File: src/sv/i2cm_pkg.sv
// Shared codes, types and constants of the I2C master byte engine.
`timescale 1ns / 1ps
`default_nettype none
package i2cm_pkg;

	localparam logic [2:0] MODE_NONE      = 3'd0;
	localparam logic [2:0] MODE_START     = 3'd1;
	localparam logic [2:0] MODE_STOP      = 3'd2;
	localparam logic [2:0] MODE_WRITE     = 3'd3;
	localparam logic [2:0] MODE_READ_ACK  = 3'd4;
	localparam logic [2:0] MODE_READ_NACK = 3'd5;

	localparam logic [15:0] PHASE_DELAY_RESET = 16'd13;
	localparam int unsigned BYTE_MSB          = 7;

	// Line pattern driven on the bus.
	typedef struct packed {
		logic drv;
		logic sda;
		logic scl;
	} line_t;

	typedef struct packed {
		logic [2:0] mode;
		logic [7:0] tx_byte;
		logic       sda_sample;
	} item_t;

	typedef struct packed {
		logic       scl_level;
		logic       sda_level;
		logic       sda_drive;
		logic       busy_res;
		logic       done_res;
		logic [7:0] rx_byte;
		logic       slave_ack;
		logic       cmd_rejected;
	} result_t;

endpackage
`default_nettype wire

File: src/sv/i2cm_if.sv
// Valid/ready channel interfaces for the tick items and the per-tick results.
`timescale 1ns / 1ps
`default_nettype none
interface i2cm_in_if;
	logic       valid;
	logic       ready;
	logic [2:0] mode;
	logic [7:0] tx_byte;
	logic       sda_sample;

	modport source (output valid, output mode, output tx_byte, output sda_sample,
		input ready);
	modport sink (input valid, input mode, input tx_byte, input sda_sample,
		output ready);
endinterface

interface i2cm_out_if;
	logic       valid;
	logic       ready;
	logic       scl_level;
	logic       sda_level;
	logic       sda_drive;
	logic       busy_res;
	logic       done_res;
	logic [7:0] rx_byte;
	logic       slave_ack;
	logic       cmd_rejected;

	modport source (output valid, output scl_level, output sda_level, output sda_drive,
		output busy_res, output done_res, output rx_byte, output slave_ack,
		output cmd_rejected, input ready);
	modport sink (input valid, input scl_level, input sda_level, input sda_drive,
		input busy_res, input done_res, input rx_byte, input slave_ack,
		input cmd_rejected, output ready);
endinterface
`default_nettype wire

File: src/sv/i2cm_step.sv
// Bit engine state and the single-tick next-state logic.
`timescale 1ns / 1ps
`default_nettype none
module i2cm_step
	import i2cm_pkg::*;
(
	input  wire logic        clk,
	input  wire logic        arst_n,
	input  wire logic        go,
	input  wire item_t       item,
	input  wire logic [15:0] phase_delay,
	output result_t          result
);

	logic [2:0]  cmd_q;
	logic [1:0]  phase_q;
	logic [3:0]  group_q;
	logic [15:0] dly_q;
	logic [7:0]  shift_q;
	logic [7:0]  tx_q;
	line_t       line_q;
	logic        ack_q;

	logic [2:0]  cmd_d;
	logic [1:0]  phase_d;
	logic [3:0]  group_d;
	logic [15:0] dly_d;
	logic [7:0]  shift_d;
	logic [7:0]  tx_d;
	line_t       line_d;
	logic        ack_d;
	logic        done;
	logic        rej;
	logic        is_cmd;
	logic        is_read;
	logic [2:0]  phase_inc;
	logic [2:0]  phase_cnt;
	logic [3:0]  group_inc;
	logic [3:0]  group_cnt;
	logic [15:0] dly_load;

	// Line pattern held during phase p of group g of command cmd.
	function automatic line_t phase_lines(logic [2:0] cmd, logic [1:0] p, logic [3:0] g,
		logic tx_msb, line_t cur);
		line_t l;
		logic  ack_bit;
		begin
			l       = cur;
			ack_bit = (cmd == MODE_READ_NACK);
			unique case (cmd)
				MODE_START: begin
					if (p == 2'd0) l = '{drv: 1'b1, sda: 1'b1, scl: 1'b0};
					else if (p == 2'd1) l = '{drv: 1'b1, sda: 1'b1, scl: 1'b1};
					else l = '{drv: 1'b1, sda: 1'b0, scl: 1'b1};
				end
				MODE_STOP: begin
					if (p == 2'd0) l = '{drv: 1'b1, sda: 1'b0, scl: 1'b0};
					else if (p == 2'd1) l = '{drv: 1'b1, sda: 1'b0, scl: 1'b1};
					else l = '{drv: 1'b1, sda: 1'b1, scl: 1'b1};
				end
				MODE_WRITE: begin
					if (p == 2'd0) l.scl = 1'b0;
					else if (g < 4'd8) l = '{drv: 1'b1, sda: tx_msb, scl: (p == 2'd2)};
					else l = '{drv: 1'b0, sda: 1'b1, scl: (p == 2'd2)};
				end
				MODE_READ_ACK, MODE_READ_NACK: begin
					if (g == 4'd0) begin
						if (p == 2'd0) l.scl = 1'b0;
						else l = '{drv: 1'b0, sda: 1'b1, scl: 1'b0};
					end else if (g <= 4'd8) begin
						if (p == 2'd0) l = '{drv: 1'b0, sda: 1'b1, scl: (g != 4'd1)};
						else l = '{drv: 1'b0, sda: 1'b1, scl: (p == 2'd2)};
					end else begin
						if (p == 2'd0) l = '{drv: 1'b0, sda: 1'b1, scl: 1'b0};
						else l = '{drv: 1'b1, sda: ack_bit, scl: (p == 2'd2)};
					end
				end
				default: l = cur;
			endcase
			return l;
		end
	endfunction

	always_comb begin
		cmd_d   = cmd_q;
		phase_d = phase_q;
		group_d = group_q;
		dly_d   = dly_q;
		shift_d = shift_q;
		tx_d    = tx_q;
		line_d  = line_q;
		ack_d   = ack_q;
		done    = 1'b0;
		rej     = 1'b0;

		is_cmd    = (item.mode >= MODE_START) && (item.mode <= MODE_READ_NACK);
		is_read   = (cmd_q == MODE_READ_ACK) || (cmd_q == MODE_READ_NACK);
		dly_load  = (phase_delay == 16'd0) ? 16'd0 : phase_delay - 16'd1;
		phase_inc = {1'b0, phase_q} + 3'd1;
		phase_cnt = (is_read && group_q == 4'd0) ? 3'd2 : 3'd3;
		group_inc = group_q + 4'd1;
		if (cmd_q == MODE_WRITE) group_cnt = 4'd9;
		else if (is_read) group_cnt = 4'd10;
		else group_cnt = 4'd1;

		if (cmd_q == MODE_NONE) begin
			if (is_cmd) begin
				cmd_d   = item.mode;
				phase_d = 2'd0;
				group_d = 4'd0;
				dly_d   = dly_load;
				if (item.mode == MODE_WRITE) begin
					tx_d  = item.tx_byte;
					ack_d = 1'b0;
				end
				if (item.mode == MODE_READ_ACK || item.mode == MODE_READ_NACK) begin
					shift_d = 8'd0;
				end
				line_d = phase_lines(item.mode, 2'd0, 4'd0, item.tx_byte[BYTE_MSB], line_q);
			end
		end else begin
			rej = is_cmd;
			if (dly_q != 16'd0) begin
				dly_d = dly_q - 16'd1;
			end else begin
				// The high-clock phase of a write bit or a read data bit ends with a shift or an acknowledge sample.
				if (phase_q == 2'd2) begin
					if (cmd_q == MODE_WRITE) begin
						if (group_q < 4'd8) tx_d = {tx_q[6:0], 1'b0};
						else ack_d = ~item.sda_sample;
					end else if (is_read && group_q >= 4'd1 && group_q <= 4'd8) begin
						shift_d = {shift_q[6:0], item.sda_sample};
					end
				end
				phase_d = phase_inc[1:0];
				if (phase_inc >= phase_cnt) begin
					phase_d = 2'd0;
					group_d = group_inc;
					if (group_inc >= group_cnt) begin
						line_d.scl = 1'b0;
						line_d.drv = 1'b1;
						cmd_d      = MODE_NONE;
						group_d    = 4'd0;
						done       = 1'b1;
					end
				end
				if (cmd_d != MODE_NONE) begin
					dly_d  = dly_load;
					line_d = phase_lines(cmd_d, phase_d, group_d, tx_d[BYTE_MSB], line_q);
				end
			end
		end

		result.scl_level    = line_d.scl;
		result.sda_level    = line_d.sda;
		result.sda_drive    = line_d.drv;
		result.busy_res     = (cmd_d != MODE_NONE);
		result.done_res     = done;
		result.rx_byte      = shift_d;
		result.slave_ack    = ack_d;
		result.cmd_rejected = rej;
	end

	always_ff @(posedge clk or negedge arst_n) begin
		if (!arst_n) begin
			cmd_q   <= MODE_NONE;
			phase_q <= 2'd0;
			group_q <= 4'd0;
			dly_q   <= 16'd0;
			shift_q <= 8'd0;
			tx_q    <= 8'd0;
			line_q  <= '{drv: 1'b1, sda: 1'b1, scl: 1'b1};
			ack_q   <= 1'b0;
		end else if (go) begin
			cmd_q   <= cmd_d;
			phase_q <= phase_d;
			group_q <= group_d;
			dly_q   <= dly_d;
			shift_q <= shift_d;
			tx_q    <= tx_d;
			line_q  <= line_d;
			ack_q   <= ack_d;
		end
	end

endmodule
`default_nettype wire

File: src/sv/i2c_master_byte_engine_top.sv
// Top level of the I2C master byte engine: input register, bit engine, result register.
`timescale 1ns / 1ps
`default_nettype none
// Each input transfer is one tick of the I2C bit engine and produces exactly one result
// transfer carrying the SCL/SDA drive pattern and status after that tick. The block
// takes one tick per clock cycle while results are taken; a tick passes through an input
// register and then the result register; a tick waits in the input register while the
// result register is full and not taken. The rate is set by the next-state logic of the
// bit engine, which updates its line and counter registers once per tick.
// phase_delay (reset 13) is written through cfg_we/cfg_wdata; the user must write it
// only while the engine is idle, and the block itself does not enforce this.
module i2c_master_byte_engine_top
	import i2cm_pkg::*;
(
	input  wire logic        clk,
	input  wire logic        arst_n,
	input  wire logic        cfg_we,
	input  wire logic [15:0] cfg_wdata,
	i2cm_in_if.sink          in_ch,
	i2cm_out_if.source       out_ch
);

	logic [15:0] phase_delay_q;
	logic        valid_s1;
	item_t       item_s1;
	logic        out_valid_q;
	result_t     res_q;
	result_t     step_res;
	logic        out_free;
	logic        step_go;

	assign out_free     = !out_valid_q || out_ch.ready;
	assign step_go      = valid_s1 && out_free;
	assign in_ch.ready  = !valid_s1 || step_go;

	always_ff @(posedge clk or negedge arst_n) begin
		if (!arst_n) begin
			phase_delay_q <= PHASE_DELAY_RESET;
		end else if (cfg_we) begin
			phase_delay_q <= cfg_wdata;
		end
	end

	always_ff @(posedge clk or negedge arst_n) begin
		if (!arst_n) begin
			valid_s1 <= 1'b0;
		end else if (in_ch.ready) begin
			valid_s1 <= in_ch.valid;
		end
	end

	always_ff @(posedge clk) begin
		if (in_ch.valid && in_ch.ready) begin
			item_s1 <= '{mode: in_ch.mode, tx_byte: in_ch.tx_byte,
				sda_sample: in_ch.sda_sample};
		end
	end

	i2cm_step u_step (
		.clk         (clk),
		.arst_n      (arst_n),
		.go          (step_go),
		.item        (item_s1),
		.phase_delay (phase_delay_q),
		.result      (step_res)
	);

	always_ff @(posedge clk or negedge arst_n) begin
		if (!arst_n) begin
			out_valid_q <= 1'b0;
		end else if (out_free) begin
			out_valid_q <= step_go;
		end
	end

	always_ff @(posedge clk) begin
		if (step_go) begin
			res_q <= step_res;
		end
	end

	assign out_ch.valid        = out_valid_q;
	assign out_ch.scl_level    = res_q.scl_level;
	assign out_ch.sda_level    = res_q.sda_level;
	assign out_ch.sda_drive    = res_q.sda_drive;
	assign out_ch.busy_res     = res_q.busy_res;
	assign out_ch.done_res     = res_q.done_res;
	assign out_ch.rx_byte      = res_q.rx_byte;
	assign out_ch.slave_ack    = res_q.slave_ack;
	assign out_ch.cmd_rejected = res_q.cmd_rejected;

`ifndef SYNTHESIS
	// A tick waiting for a full result register must stay in the input register.
	a_s1_hold: assert property (@(posedge clk) disable iff (!arst_n)
		valid_s1 && !out_free |=> valid_s1 && $stable(item_s1))
		else $error("input register lost a tick while the result register was full");

	a_res_load: assert property (@(posedge clk) disable iff (!arst_n)
		step_go |=> out_valid_q)
		else $error("engine step produced no result transfer");

	// A finishing command leaves the engine idle.
	a_done_idle: assert property (@(posedge clk) disable iff (!arst_n)
		out_valid_q && res_q.done_res |-> !res_q.busy_res)
		else $error("done reported while still busy");
`endif

endmodule
`default_nettype wire
File: src/flat_wrapper.sv
// flat-port wrapper written by rule: the top's interface ports become plain ports
module i2c_master_byte_engine_top_flat import i2cm_pkg::*;
  (clk, arst_n, cfg_we, cfg_wdata, in_ch_valid, in_ch_mode, in_ch_tx_byte, in_ch_sda_sample, in_ch_ready, out_ch_valid, out_ch_scl_level, out_ch_sda_level, out_ch_sda_drive, out_ch_busy_res, out_ch_done_res, out_ch_rx_byte, out_ch_slave_ack, out_ch_cmd_rejected, out_ch_ready);
  i2cm_in_if in_ch_i ();
  i2cm_out_if out_ch_i ();
  input  wire logic clk;
  input  wire logic arst_n;
  input  wire logic cfg_we;
  input  wire logic [15:0] cfg_wdata;
  input wire logic [$bits(in_ch_i.valid)-1:0] in_ch_valid;
  input wire logic [$bits(in_ch_i.mode)-1:0] in_ch_mode;
  input wire logic [$bits(in_ch_i.tx_byte)-1:0] in_ch_tx_byte;
  input wire logic [$bits(in_ch_i.sda_sample)-1:0] in_ch_sda_sample;
  output wire logic [$bits(in_ch_i.ready)-1:0] in_ch_ready;
  output wire logic [$bits(out_ch_i.valid)-1:0] out_ch_valid;
  output wire logic [$bits(out_ch_i.scl_level)-1:0] out_ch_scl_level;
  output wire logic [$bits(out_ch_i.sda_level)-1:0] out_ch_sda_level;
  output wire logic [$bits(out_ch_i.sda_drive)-1:0] out_ch_sda_drive;
  output wire logic [$bits(out_ch_i.busy_res)-1:0] out_ch_busy_res;
  output wire logic [$bits(out_ch_i.done_res)-1:0] out_ch_done_res;
  output wire logic [$bits(out_ch_i.rx_byte)-1:0] out_ch_rx_byte;
  output wire logic [$bits(out_ch_i.slave_ack)-1:0] out_ch_slave_ack;
  output wire logic [$bits(out_ch_i.cmd_rejected)-1:0] out_ch_cmd_rejected;
  input wire logic [$bits(out_ch_i.ready)-1:0] out_ch_ready;
  assign in_ch_i.valid = in_ch_valid;
  assign in_ch_i.mode = in_ch_mode;
  assign in_ch_i.tx_byte = in_ch_tx_byte;
  assign in_ch_i.sda_sample = in_ch_sda_sample;
  assign in_ch_ready = in_ch_i.ready;
  assign out_ch_valid = out_ch_i.valid;
  assign out_ch_scl_level = out_ch_i.scl_level;
  assign out_ch_sda_level = out_ch_i.sda_level;
  assign out_ch_sda_drive = out_ch_i.sda_drive;
  assign out_ch_busy_res = out_ch_i.busy_res;
  assign out_ch_done_res = out_ch_i.done_res;
  assign out_ch_rx_byte = out_ch_i.rx_byte;
  assign out_ch_slave_ack = out_ch_i.slave_ack;
  assign out_ch_cmd_rejected = out_ch_i.cmd_rejected;
  assign out_ch_i.ready = out_ch_ready;
  i2c_master_byte_engine_top u_core (.clk(clk), .arst_n(arst_n), .cfg_we(cfg_we), .cfg_wdata(cfg_wdata), .in_ch(in_ch_i), .out_ch(out_ch_i));
endmodule
File: config.mk
export PLATFORM = sky130hd
export DESIGN_NAME = i2c_master_byte_engine_top_flat
export DESIGN_NICKNAME = d
export VERILOG_FILES = /design/src/sv/i2cm_pkg.sv /design/src/sv/i2cm_if.sv /design/src/sv/i2cm_step.sv /design/src/sv/i2c_master_byte_engine_top.sv /design/src/flat_wrapper.sv
export SDC_FILE = /design/constraint.sdc
export NUM_CORES = 1
export LEC_CHECK = 0
export BUFFER_PORTS_ARGS = -buffer_cell sky130_fd_sc_hd__buf_4
export CORE_MARGIN = 1.5
export CORE_UTILIZATION = 50
export CTS_CLUSTER_SIZE = 20
export DETAILED_ROUTE_END_ITERATION = 10
export GPL_TIMING_DRIVEN = 1
export PLACE_DENSITY = 0.7
export SETUP_SLACK_MARGIN = 0.5
export SLEW_MARGIN = 10
export SYNTH_ARGS = -nofsm -noshare
export SYNTH_HDL_FRONTEND = slang
export SYNTH_SLANG_ARGS = --single-unit
File: constraint.sdc
create_clock -name clk -period 4.1 [get_ports clk]
set_input_delay 0.82 -clock clk [delete_from_list [all_inputs] [get_ports clk]]
set_output_delay 0.82 -clock clk [all_outputs]
set_load 0.1 [all_outputs]
==> results of run 1 <==
-- metrics by stage --
| stage | hold WS (ns) | utilization (%) | instance area, um^2 |
|---|---|---|---|
| 2_1_floorplan | 0.453 | - | 4980 |
| 3_3_place_gp | 0.463 | 56.1 | 5450 |
| 3_5_place_dp | 0.472 | 56.1 | 5450 |
| 4_1_cts | 0.494 | 58.1 | 5650 |
| 5_1_grt | 0.518 | 58.3 | 5680 |
| 6_report | 0.489 | 58.3 | 5680 |
-- layer usage --
layer  wire length [um]  part of all wire (%)  vias to the layer above  global-route usage, %
li1                   -                     -                     1967                      -
met1               4840                    45                     1931                   28.9
met2               5240                    49                      132                   36.2
met3                498                   4.6                       17                   3.93
met4                142                   1.3                        0                   8.00
met5                  0                     0                        -                      0
-- cells by family after synthesis --
| family | after synthesis | synth area share, % |
|---|---|---|
| AO/OA/AOI/OAI | 138 | 18.8 |
| XOR/XNOR | 13 | 2.28 |
| adder cells (fa/ha/maj) | 12 | 3.01 |
| buffers and inverters | 43 | 3.76 |
| flip-flops | 90 | 48.0 |
| multiplexers | 20 | 4.44 |
| AND/OR/NAND/NOR | 193 | 19.6 |
-- critical path, delay by kind of cell, from the launching register on --
family	cells	cell delay, ns
adder cells (fa/ha/maj)	1	0.30
buffers and inverters	1	0.18
flip-flops	1	0.48
AO/OA/AOI/OAI	3	0.73
AND/OR/NAND/NOR	5	1.08
multiplexers	1	0.41
-- final cells by class --
cell class                      instances  area [um^2]  area share, %
Multi-Input combinational cell        376         2440           43.0
Tap cell                              133          166           2.93
Timing Repair Buffer                   55          413           7.27
Clock buffer                            9          124           2.18
Sequential cell                        90         2400           42.2
Inverter                               18         67.6           1.19
Clock inverter                          7         70.1           1.23
-- cell usage in the layout, fill, tap and decap left out, types with 3 or more instances in the layout --
cell      count
nand3b_1      3
nand2_1      56
inv_1        18
mux2i_1       3
nor2b_1       6
nor3_1       24
o31ai_1       5
dfstp_2       6
clkbuf_8      9
a22oi_1       5
o21ai_1       3
nand4_1       5
ha_1         12
o32ai_1       3
nor4_1        8
xor2_1        8
nand2b_1      9
a31oi_1       5
o21ai_0      36
buf_4        55
a21oi_1      19
xnor2_1       5
o21ai_2       3
o22ai_1       3
a21o_1        8
nor2_1       36
edfxtp_1     27
or3_1         8
a211oi_1      8
mux2_2       17
dfrtp_1      55
a22o_1       18
nand3_1      19
-- flip-flops by register name, summed over array words and instances, names as in the netlist, 2 cells and up --
register               flops
u_core.item_s1            12
u_core.out_ch.rx_byte      8
u_core.phase_delay_q      16
u_core.u_step.cmd_q        3
u_core.u_step.dly_q       16
u_core.u_step.group_q      4
u_core.u_step.line_q       3
u_core.u_step.phase_q      2
u_core.u_step.shift_q      8
u_core.u_step.tx_q         8
-- cell usage after synthesis, types with 5 or more instances --
cell       n  area (um^2)
xnor2_1    5         43.8
dfstp_2    6          158
o21ai_0   36          180
nand2_1   56          210
a21o_1     8         60.1
nand2b_1   9         56.3
dfrtp_1   57         1430
edfxtp_1  27          811
a21oi_1   21          105
or3_1      8         50.1
nor2b_1    6         37.5
ha_1      12          150
nor2_1    36          135
xor2_1     8         70.1
a211oi_1   9         67.6
clkbuf_1  16         60.1
a22o_1    18          158
nor3_1    25          125
a22oi_1    5         37.5
mux2_2    17          191
o31ai_1    5         37.5
nor4_1     8         50.1
nand3_1   20          100
a31oi_1    5         31.3
inv_1     18         67.6
nand4_1    5         31.3
-- report_power, final --
part / internal [W] / leakage, nW / switching (W)
clock: 0.000236 / 0.0951 / 0.000355
combinational: 0.000342 / 1.16 / 0.000567
sequential: 0.00108 / 1.04 / 0.000186
-- path summary, 6_finish.rpt --
kind,endpoint,slack [ns]
max reg2reg,u_core.out_ch.sda_level,0.66
max,u_core.out_ch.sda_level,0.66
max in group asynchronous,u_core.u_step.cmd_q[2],3.00
min reg2reg,u_core.u_step.line_q[0],0.49
min,u_core.u_step.line_q[0],0.49
min in group asynchronous,u_core.phase_delay_q[5],0.54
==> reports/results.ini, run 1 <==
[outcome]
status=finished, final reports clean

[cts]
clock-root-buffer=clkbuf_8
cts_resized=1
cts_sinks=90
htree_num_levels=3
cts_tree=yes
clk_path_buf_depth=2
clkLatencyLatePin_ns=0.38
path_clk_slew_ns=0.10
cts_buffers=9
post_cts_buffers=0
hold_buffers=0

[synth]
seq_area_frac_synth_pct=48.0
synthArstFlopShare_pct=70.0
netlist_area_um2=4980
synth_seq_cells=90
ys.flop_type=dfrtp_1
postSynthCellCount=509
synth.distinct_cells=67
syn_nets=554
yosys_warnings=0
syn_area_per_cell_um2=9.79
synth_edf_count=27

[sta]
fin_ws_ns=0.665
fmax_mhz=291
rsz0062_at_grt=no
final.period_utilization_pct=83.8
skew_ns=0.0133
maxSlewViolCount=0
setup_tns_ns=0
slew-limit-headroom_pct=43.3
final.min_clock_period_ns=3.44
finalHoldViolations=0
setup-violations-final=0
worst_pin_slew_ns=0.847

[global_routing]
grt_max_degree=64
grt_pass1_wl_mm=17.8
overflow=0
antenna_found_initial=0
grt_usage_pct=21.9
grt_pass1_vias=3742

[place]
dp_slack_ns=0.480
hpwl_mm=7.61
dp_cells=672
place_congestion=0.885
port_buffers=49

[routing]
dr_total_vias=4047
first_pass_iters=5
routed_via_density=5.88
drt_iter0_markers=222
wl_per_cell_um=15.6
wirelength_mm=10.7
drc=0
ant_nets=0

[critical_path]
slowest_stage=dfrtp_2
crit_path_end_kind=flip-flop
worstSetupPathType=reg -> reg
worst_ep_arrival_time_ns=3.55
cp.required_ns=4.22
crit_start=u_core.u_step.cmd_q[2]
cpPeakStageDelay_ns=0.48
critical_path.max_fanout=12
r2r_start=u_core.u_step.cmd_q[2]
startpoint_type=flip-flop
crit_chain=nor2b_1 > inv_1 > or3_1 > ha_1 > nand2b_1 > a21oi_4 > mux2_2 > nor3_1 > a41oi_1 > a211oi_1 > nor2_1
reg2regPathDepth=11

[min_path]
min-delay-start=u_core.u_step.line_q[0]
worst_hold_path.num_cells=2
hold_class=reg -> reg

[floorplan]
num_rows=36
design.core.area_um2=9730
initial_core_util_pct=51.2
ios=50
die-area_um2=10600
die_y_um=103
chipWidth_um=103

[final_layout]
fin_cells=688
area_delta_synth_final_pct=13.9
antenna_cells=0
fin_nets=595
fillers=836
drive_gt1_share_pct=20.5

[pwr]
irDropWorstVdd_v=0.000226
total_power_w=0.00277
power.leakage_nw=2.29
power_per_cell_area_nw_per_um2=488

[job]
max-cap-violations=0

Power figures use the tool's default switching activity.
==> run 2, diff against run 1 <==
--- a/config.mk
+++ b/config.mk
@@ -5,6 +5,7 @@
 export SDC_FILE = /design/constraint.sdc
 export NUM_CORES = 1
 export LEC_CHECK = 0
+export ABC_AREA = 1
 export BUFFER_PORTS_ARGS = -buffer_cell sky130_fd_sc_hd__buf_4
 export CORE_MARGIN = 1.5
 export CORE_UTILIZATION = 50
==> constraint.sdc (replaced) <==
create_clock -name clk -period 3.4 [get_ports clk]
set_input_delay 0.68 -clock clk [delete_from_list [all_inputs] [get_ports clk]]
set_output_delay 0.68 -clock clk [all_outputs]
set_load 0.1 [all_outputs]
==> run 2 against run 1 <==
Sequential share of layout area fell by 1.2 points; register-to-register slack better by 0.08 ns; worst hold slack got worse by 0.099 ns; cell area up 2.8%; clock skew is 0.0028 ns lower; utilization rose by 1.1 points; largest power group is now combinational cells; highest routed layer unchanged.
==> reports/results.ini, run 2 <==
[cts]
path_clk_slew_ns=0.09
htree_num_levels=3
clkLatencyLatePin_ns=0.37
cts_tree=yes
cts_buffers=9
clk_path_buf_depth=2
cts_sinks=90
hold_buffers=0
clock-root-buffer=clkbuf_8

[sta]
setup-violations-final=0
skew_ns=0.0105
rsz0062_at_grt=no
finalHoldViolations=0
setup_tns_ns=0
final.period_utilization_pct=78.0
fmax_mhz=377
maxSlewViolCount=0
slew-limit-headroom_pct=45.1
worst_pin_slew_ns=0.824
final.min_clock_period_ns=2.65

[outcome]
status=finished, final reports clean

[critical_path]
cp.required_ns=3.53
regToRegEndpoint=u_core.out_ch.scl_level
startpoint_type=flip-flop
worst_ep_arrival_time_ns=2.78
r2r_start=u_core.u_step.group_q[0]
reg2regPathDepth=15
crit_chain=inv_1 > ha_1 > nand3_1 > ha_1 > nand2_1 > nand3_2 > nand2_2 > buf_4 > o21ai_1 > nand2_1 > nand2_1 > o21bai_1 > nand2_1 > nand2_1 > nand2_1
endpoint=u_core.out_ch.scl_level
slowest_stage=dfrtp_2
critical_path.max_fanout=12
crit_top_cell=nand2_1
crit_path_end_kind=flip-flop
crit_start=u_core.u_step.group_q[0]
cpPeakStageDelay_ns=0.46
worstSetupPathType=reg -> reg
r2r_slack_ns=0.75

[routing]
drt_iter0_markers=162
ant_nets=0
first_pass_iters=4
drc=0
wirelength_mm=10.9
dr_total_vias=4269
routed_via_density=5.19
wl_per_cell_um=13.2

[final_layout]
reg_top3=u_core.phase_delay_q (16), u_core.u_step.dly_q (16), u_core.item_s1 (12)
final_common_cell=nand2_1
multi_input_area_um2=2300
fin_nets=729
layout_common_cells=nand2_1, o21ai_0, inv_1, buf_4, dfrtp_1
final-seq-area_um2=2400
antenna_cells=0
area_delta_synth_final_pct=14.5
drive_gt1_share_pct=17.0
final_area_um2=5840
fillers=908

[global_routing]
antenna_found_initial=0
overflow=0
grt_usage_pct=21.2
grt_pass1_vias=4092
grt_pass1_wl_mm=18.5
grt_max_degree=64

[pwr]
pwr-share-clk_pct=17.5
power_per_cell_area_nw_per_um2=696
netSwitchingPower_w=0.00179
power.leakage_nw=2.70
total_power_w=0.00406
p_seq_share_pct=38.6
irDropWorstVdd_v=0.000334
swShare_pct=44.2
combPwrFrac_pct=43.9
internal_power_w=0.00227

[synth]
postSynthCellCount=631
syn_nets=676
syn_area_per_cell_um2=8.08
synth_most_common_cell=nand2_1
synth_top_area_share_pct=28.0
synth.distinct_cells=45
synthArstFlopShare_pct=70.0
synth_edf_count=27
synth_common_cells=nand2_1, o21ai_0, inv_1
netlist_area_um2=5100
seq_area_frac_synth_pct=47.0
ys.flop_type=dfrtp_1
synth.area.top_cells=dfrtp_1, edfxtp_1, nand2_1, o21ai_0, inv_1
synth_seq_cells=90
yosys_warnings=0
yosysTopAreaCell=dfrtp_1

[place]
hpwl_mm=7.84
port_buffers=49
placed_area_um2=5600
place_congestion=0.932

[floorplan]
die-area_um2=10800
die_y_um=104
num_rows=36
ios=50
initial_core_util_pct=51.9
chipWidth_um=104
design.core.area_um2=9820

[job]
max-cap-violations=0

[min_path]
hold_class=in -> async

[run 2: cell types whose count changed after synthesis, moves of 8 or more]
cell      before  now
xor2_1         8   16
mux2_2        17    3
nand2b_1       9    0
a21o_1         8    0
a211oi_1       9    0
o21ai_0       36   86
nor3_1        25   12
nand2_1       56  154
a21oi_1       21   13
inv_1         18   83
a22o_1        18    0
clkbuf_1      16    8
nor2_1        36   52
[run 2: cell families (layout without fill, tap and decap cells)]
logic type	count (synthesis)	in the layout	share of synthesized area, %
and+or+nand+nor	272	272	24.1
AOI/OAI and AO/OA	129	129	13.9
buffers and inverters	107	165	8.32
DFF	90	90	47.0
xor gates and xnor gates	18	18	3.09
adders and majority gates	12	12	2.94
muxes	3	3	0.662
[run 2: worst min-delay path by stage]
stage	start	to	slack (ns)	depth (start not counted)
floorplan	arst_n	u_core.out_ch.valid	0.38	0
global placement	u_core.u_step.line_q[2]	u_core.u_step.line_q[2]	0.46	2
detailed placement	u_core.u_step.line_q[2]	u_core.u_step.line_q[2]	0.46	2
CTS	arst_n	u_core.u_step.group_q[2]	0.43	1
global route	in_ch_sda_sample	u_core.item_s1[0]	0.45	1
finish	arst_n	u_core.u_step.group_q[2]	0.39	1
[run 2: layout make-up]
type                       count  share of cell area (%)
clock inverter                 6                   0.986
inverter                      92                    5.96
timing repair buffer          57                    7.54
sequential                    90                    41.1
clock buffer                  10                    2.19
multi-input combinational    434                    39.4
tap                          133                    2.85
[run 2: stage by stage]
| step | std cells | utilization, % | setup slack, ns | hold WS, ns |
|---|---|---|---|---|
| after floorplan | 631 | - | 0.648 | 0.384 |
| after global placement | 803 | 57.0 | 0.449 | 0.458 |
| after detailed placement | 803 | 57.0 | 0.308 | 0.461 |
| after CTS | 819 | 58.9 | 0.534 | 0.426 |
| after global routing | 822 | 59.5 | 0.512 | 0.451 |
| final | 822 | 59.5 | 0.750 | 0.390 |
[run 2: critical path, delay by kind of cell (launching register included)]
kind,cells,cell delay (ns)
DFF,1,0.46
and+or+nand+nor,9,0.85
AOI/OAI and AO/OA,2,0.30
buffers and inverters,2,0.30
adders and majority gates,2,0.50
[run 2: per-layer routing]
layer,GRT usage [%],vias to the layer above,part of all wire (%)
li1,-,2177,-
met2,36.3,106,49
met4,7.84,0,2.2
met5,0,-,0
met1,25.6,1963,45
met3,5.70,23,4.5
[run 2: power by group through the flow]
| stage | sequential, W | clock, W | combinational (W) |
|---|---|---|---|
| final | 0.00157 | 0.000713 | 0.00178 |
| after global routing | 0.00160 | 0.000773 | 0.00201 |
| after CTS | 0.00156 | 0.000736 | 0.00176 |
| after detailed placement | 0.00158 | 0 | 0.00175 |
| after global placement | 0.00157 | 0 | 0.00172 |
| after floorplan | 0.00179 | 0 | 0.00113 |
[run 2: repair_timing]
item                                    4_1_cts  5_1_grt
resized for setup                             1       10
cloned                                        0        0
pin swaps                                     0        1
buffers inserted                              0        3
hold endpoints to repair                      0        0
endpoints found under the setup margin       10       17
